==> src/hw/rtl/sdg_pkg.sv <==
// Shared types and constants for the sidechain dynamics gain block.
// Used by sdg_mul, sidechain_dynamics_gain and the testbench; depends on nothing.
package sdg_pkg;

  localparam int SAMPLE_BITS = 16;
  localparam int MUL_A_W     = 33;
  localparam int MUL_B_W     = 31;
  localparam int MUL_P_W     = MUL_A_W + MUL_B_W;

  localparam logic [15:0] RMS_COEF    = 16'd65400;
  localparam logic [7:0]  RMS_IN_COEF = 8'd136;
  localparam logic [18:0] DB_PER_LOG2 = 19'd394566;
  localparam logic [21:0] LOG2_PER_DB = 22'd2786635;
  localparam logic [14:0] DB_FLOOR    = 15'd25600;
  localparam logic [12:0] DUCK_SPAN   = 13'd6144;
  localparam logic [17:0] DUCK_RECIP  = 18'd174763;
  localparam logic [16:0] UNITY       = 17'd65536;

  localparam logic [2:0] CFG_MODE      = 3'd0;
  localparam logic [2:0] CFG_DETECTOR  = 3'd1;
  localparam logic [2:0] CFG_THRESHOLD = 3'd2;
  localparam logic [2:0] CFG_CURVE     = 3'd3;
  localparam logic [2:0] CFG_ATTACK    = 3'd4;
  localparam logic [2:0] CFG_RELEASE   = 3'd5;
  localparam logic [2:0] CFG_MAKEUP    = 3'd6;
  localparam logic [2:0] CFG_LOOKAHEAD = 3'd7;

  localparam logic [1:0] MODE_COMP   = 2'd0;
  localparam logic [1:0] MODE_GATE   = 2'd1;
  localparam logic [1:0] MODE_DUCK   = 2'd2;
  localparam logic [1:0] MODE_UNUSED = 2'd3;
  localparam logic       DET_PEAK    = 1'b0;
  localparam logic       DET_RMS     = 1'b1;

  typedef struct packed {
    logic [MUL_A_W-1:0] a;
    logic [MUL_B_W-1:0] b;
  } mul_op_t;

  // Q0.24 values of 2^(-2^-(k+1)).
  function automatic logic [23:0] exp_tab(input logic [3:0] k);
    logic [23:0] v;
    unique case (k)
      4'd0:  v = 24'd11863283;
      4'd1:  v = 24'd14107901;
      4'd2:  v = 24'd15384775;
      4'd3:  v = 24'd16065917;
      4'd4:  v = 24'd16417715;
      4'd5:  v = 24'd16596492;
      4'd6:  v = 24'd16686609;
      4'd7:  v = 24'd16731851;
      4'd8:  v = 24'd16754518;
      4'd9:  v = 24'd16765863;
      4'd10: v = 24'd16771539;
      4'd11: v = 24'd16774377;
      4'd12: v = 24'd16775796;
      4'd13: v = 24'd16776506;
      4'd14: v = 24'd16776861;
      4'd15: v = 24'd16777039;
      default: v = 24'd0;
    endcase
    return v;
  endfunction

endpackage

==> src/hw/rtl/sdg_mul.sv <==
// Shared unsigned multiplier with a registered product.
// Depends on sdg_pkg for the operand struct and widths.
module sdg_mul (
  input  logic                          clk,
  input  sdg_pkg::mul_op_t              op,
  output logic [sdg_pkg::MUL_P_W-1:0]   prod_r
);

  always_ff @(posedge clk) begin
    prod_r <= sdg_pkg::MUL_P_W'(op.a) * sdg_pkg::MUL_P_W'(op.b);
  end

endmodule

==> config.mk <==
export PLATFORM = sky130hd
export DESIGN_NAME = sdg_mul
export DESIGN_NICKNAME = d
export VERILOG_FILES = /design/src/hw/rtl/sdg_pkg.sv /design/src/hw/rtl/sdg_mul.sv
export SDC_FILE = /design/constraint.sdc
export NUM_CORES = 2
export LEC_CHECK = 0
export ABC_AREA = 1
export CAP_MARGIN = 20
export CORE_AREA = 2 2 337 339
export CTS_BUF_LIST = sky130_fd_sc_hd__clkbuf_2
export DETAILED_ROUTE_END_ITERATION = 10
export DIE_AREA = 0 0 339 341
export DONT_BUFFER_PORTS = 1
export HOLD_SLACK_MARGIN = 0.02
export PLACE_DENSITY_LB_ADDON = 0.3
export SLEW_MARGIN = 10
export SYNTH_ARGS = -nofsm -noshare
export SYNTH_HDL_FRONTEND = slang
export SYNTH_SLANG_ARGS = --single-unit
==> constraint.sdc <==
create_clock -name clk -period 6.4 [get_ports clk]
set_clock_uncertainty 0.05 [all_clocks]
set_input_delay 0.32 -clock clk [delete_from_list [all_inputs] [get_ports clk]]
set_output_delay 0.32 -clock clk [all_outputs]
set_load 0.01 [all_outputs]
Yosys cells after proc, flatten, opt, wreduce, memory -nomap -nowiden

Index checks and enable logic that the tools add are counted.

Bits in registers: 64
Input bits: 65
Output and inout port bits: 64
Logic and storage cells: 2

$mul: 1

Operators with widths:

| operator                     | count |
|---|---|
| multiplier 33 x 31 -> 64 bit | 1 |

Longest topological paths before layout

Depth in word-level cells: 1
Depth in mapped cells: 33
Depth with buffers taken out: 31

Worst setup path after synthesis

No wires, ideal clock.

Path kind: input to register
From: input port op[7] (netlist bit)
To: register prod_r[62] (netlist bit)
Library setup time: 0.112 ns
Data arrival time: 6.207 ns
Data required time: 6.238 ns
Slack: 0.031 ns
Cell stages on the path: 27
Path buffers: 2
Cells stage by stage: clkbuf_1 clkbuf_1 nand2_1 fa_1 inv_1 fa_1 fa_1 inv_1 fa_1 inv_1 fa_1 fa_1 fa_1 inv_1 fa_1 inv_1 ha_1 nand2_1 nand2_1 a21oi_1 nand2_1 nand2_1 nand2_1 a21oi_1 nand2_1 nand2_1 nand2_1

Word-level cells in the longest chain between the ends: 1

RTL lines:

| item                         | RTL line      | source |
|---|---|---|
| from (decl)                  | sdg_mul.sv:5  | `input sdg_pkg::mul_op_t op,` |
| multiplier 33 x 31 -> 64 bit | sdg_mul.sv:10 | `prod_r <= sdg_pkg::MUL_P_W'(op.a) * sdg_pkg::MUL_P_W'(op.b);` |
| to (signal assigned)         | sdg_mul.sv:10 |  |
| to (decl)                    | sdg_mul.sv:6  | `output logic [sdg_pkg::MUL_P_W-1:0] prod_r` |

No other way between the ends.

Worst setup path after layout

From: input port op[46] (netlist bit)
To: register prod_r[43] (netlist bit)

The elaborated chain is that of the path after synthesis.

==> metrics.yaml <==
outcome:
  run_status: "complete, no violations"
grt:
  grt_pass1_wl_um: 167000
  grt_use_total_pct: 18.4
  grt_max_degree: 34
  grt_pass1_vias: 29800
  antenna_found_initial: 1
  grt-ovfl-total: 0
sta:
  setup_viol_count_final: 0
  final-hold-violation-count: 0
  maxSlewHeadroom_pct: 70.9
  hold_slack_ns: 0.233
  worstMarginPinSlew_ns: 0.433
  fmax_ghz: 0.166
  rsz0062_at_grt: "false"
  maxSlewViolCount: 0
  period_needed_ns: 6.02
  min_period_over_period_pct: 94.1
synth:
  synth-edff-count: 0
  syn_area_um2: 36800
  ys_warn_count: 0
  ys_types: 29
  async_reset_ff_share_pct: 0
  synthFlopType: "dfxtp_1"
  synth-seq-cells: 64
  synth_area_per_cell_um2: 7.50
  synthTopCellsByArea: "fa_1 49%, inv_1 16%, nand2_1 16%"
  synth_cells: 4906
  yosysTopAreaCell: "fa_1"
  synth_top_area_share_pct: 48.7
  syn_nets: 6123
  ys_seq_area_share_pct: 3.48
floorplanning:
  num_io_pins: 129
  die_x_um: 339
  coreArea_um2: 112000
  fp.dieArea_um2: 116000
  initial_core_util_pct: 32.9
  dieHeight_um: 341
  rows: 123
clock_network:
  clkTransAtPathRegs_ns: 0.22
  cts_resized: 0
  cts.path.max_buffers: 2
  clock_sinks: 64
  cts_made_buffers: 9
  htree_levels: 3
  clockRootBuffer: "clkbuf_2"
  cts_tree: "yes"
worst_setup_path:
  cp-end-kind: "flop"
  critical_path_class: "input pin to flop"
  cp_common_cell: "fa_1"
  cp_max_fo: 31
  crit_buf_inv: 6
  crit_path_max_incr_delay_ns: 0.59
  cp_slowest_cell: "fa_1"
  cp.required_ns: 6.86
  crit_arrival_ns: 6.48
  startpoint_type: "input pin"
  critical_path.top_delay_family: "adder cells"
detailed_routing:
  routed_wl_um: 103000
  remaining_drc_errors: 0
  vias_per_cell: 4.48
  wire_per_inst_um: 16.4
  dr.pass1.iters: 5
  ant_nets: 0
  vias: 28100
  drt_iter0_drc: 1483
final_layout:
  largest_reg_flops: 64
  final_common_cell: "inv_1"
  num-nets-final: 5980
  drive_above_1_share_pct: 2.18
  largestRegisters: "prod_r: 64 flops"
  syn_to_final_growth_pct: 4.70
  regMostFlops: "prod_r"
  layout_common_cells: "1595 x inv_1, 1563 x nand2_1, 895 x fa_1"
hold_path:
  hold_path.class: "input pin to flop"
job:
  max_cap_violations: 0
placed_design:
  dp_hpwl_um: 87500
  gp_congestion: 0.916
  io_buffers: 0
==> worst paths after layout <==
| path | cells after the start | end | slack [ns] | startpoint |
|---|---|---|---|---|
| worst max-delay path | 25 | prod_r[43] | 0.38 | op[46] |
| worst min-delay path | 5 | prod_r[4] | 0.23 | op[31] |
==> metrics by stage <==
step / worst slack [ns] / instance area [um2] / utilization, % / std cells / setup TNS (ns)
2_1_floorplan: 0.0305 / 36800 / - / 4906 / 0
3_3_place_gp: -0.245 / 38300 / 34.2 / 6244 / -2.05
3_5_place_dp: -0.199 / 38300 / 34.2 / 6244 / -2.00
4_1_cts: 0.425 / 38500 / 34.4 / 6268 / 0
5_1_grt: 0.0851 / 38500 / 34.4 / 6269 / 0
6_report: 0.379 / 38500 / 34.4 / 6269 / 0
==> cells by family after synthesis <==
family | after synthesis | synth area share (%)
AO/OA/AOI/OAI | 57 | 0.867
XOR/XNOR | 36 | 0.857
adder cells (fa/ha/maj) | 1152 | 57.4
buffers and inverters | 1822 | 18.6
flip-flops | 64 | 3.48
AND/OR/NAND/NOR | 1775 | 18.8
==> layout make-up <==
type / instances / area (um2)
Antenna cell: 1 / 2.50
Timing Repair Buffer: 69 / 538
Inverter: 1599 / 6000
Clock inverter: 7 / 104
Multi-Input combinational cell: 3020 / 28700
Tap cell: 1500 / 1880
Sequential cell: 64 / 1280
Fill cell: 11900 / 73400
Clock buffer: 9 / 45.0
==> repair_timing <==
item                                   4_1_cts  5_1_grt
endpoints found under the hold margin        3        0
buffers inserted                             0        0
hold buffers                                 8        0
==> per-layer routing <==
metal / GRT usage, % / part of all wire, % / up-vias
li1: - / - / 13100
met1: 24.2 / 43 / 14200
met2: 32.1 / 49 / 671
met3: 2.77 / 5.6 / 129
met4: 4.07 / 2.2 / 0
met5: 0 / 0 / -
==> cell usage after synthesis (2+ instances only) <==
library cell	count
inv_1	1595
nand2_1	1563
fa_1	895
ha_1	257
clkbuf_1	207
nor2_1	98
dfxtp_1	64
nand3_1	62
a21oi_1	42
xor2_1	33
buf_1	16
nand4_1	16
nor3_1	11
o21bai_1	11
nor2_2	7
nand2_2	5
nor3_2	5
inv_2	4
xnor2_1	3
nor3_4	2
o21ai_0	2
Power is left out: the tool's default activity adds up to more than one toggle a clock period on the data nets, which glitch-free logic cannot reach.
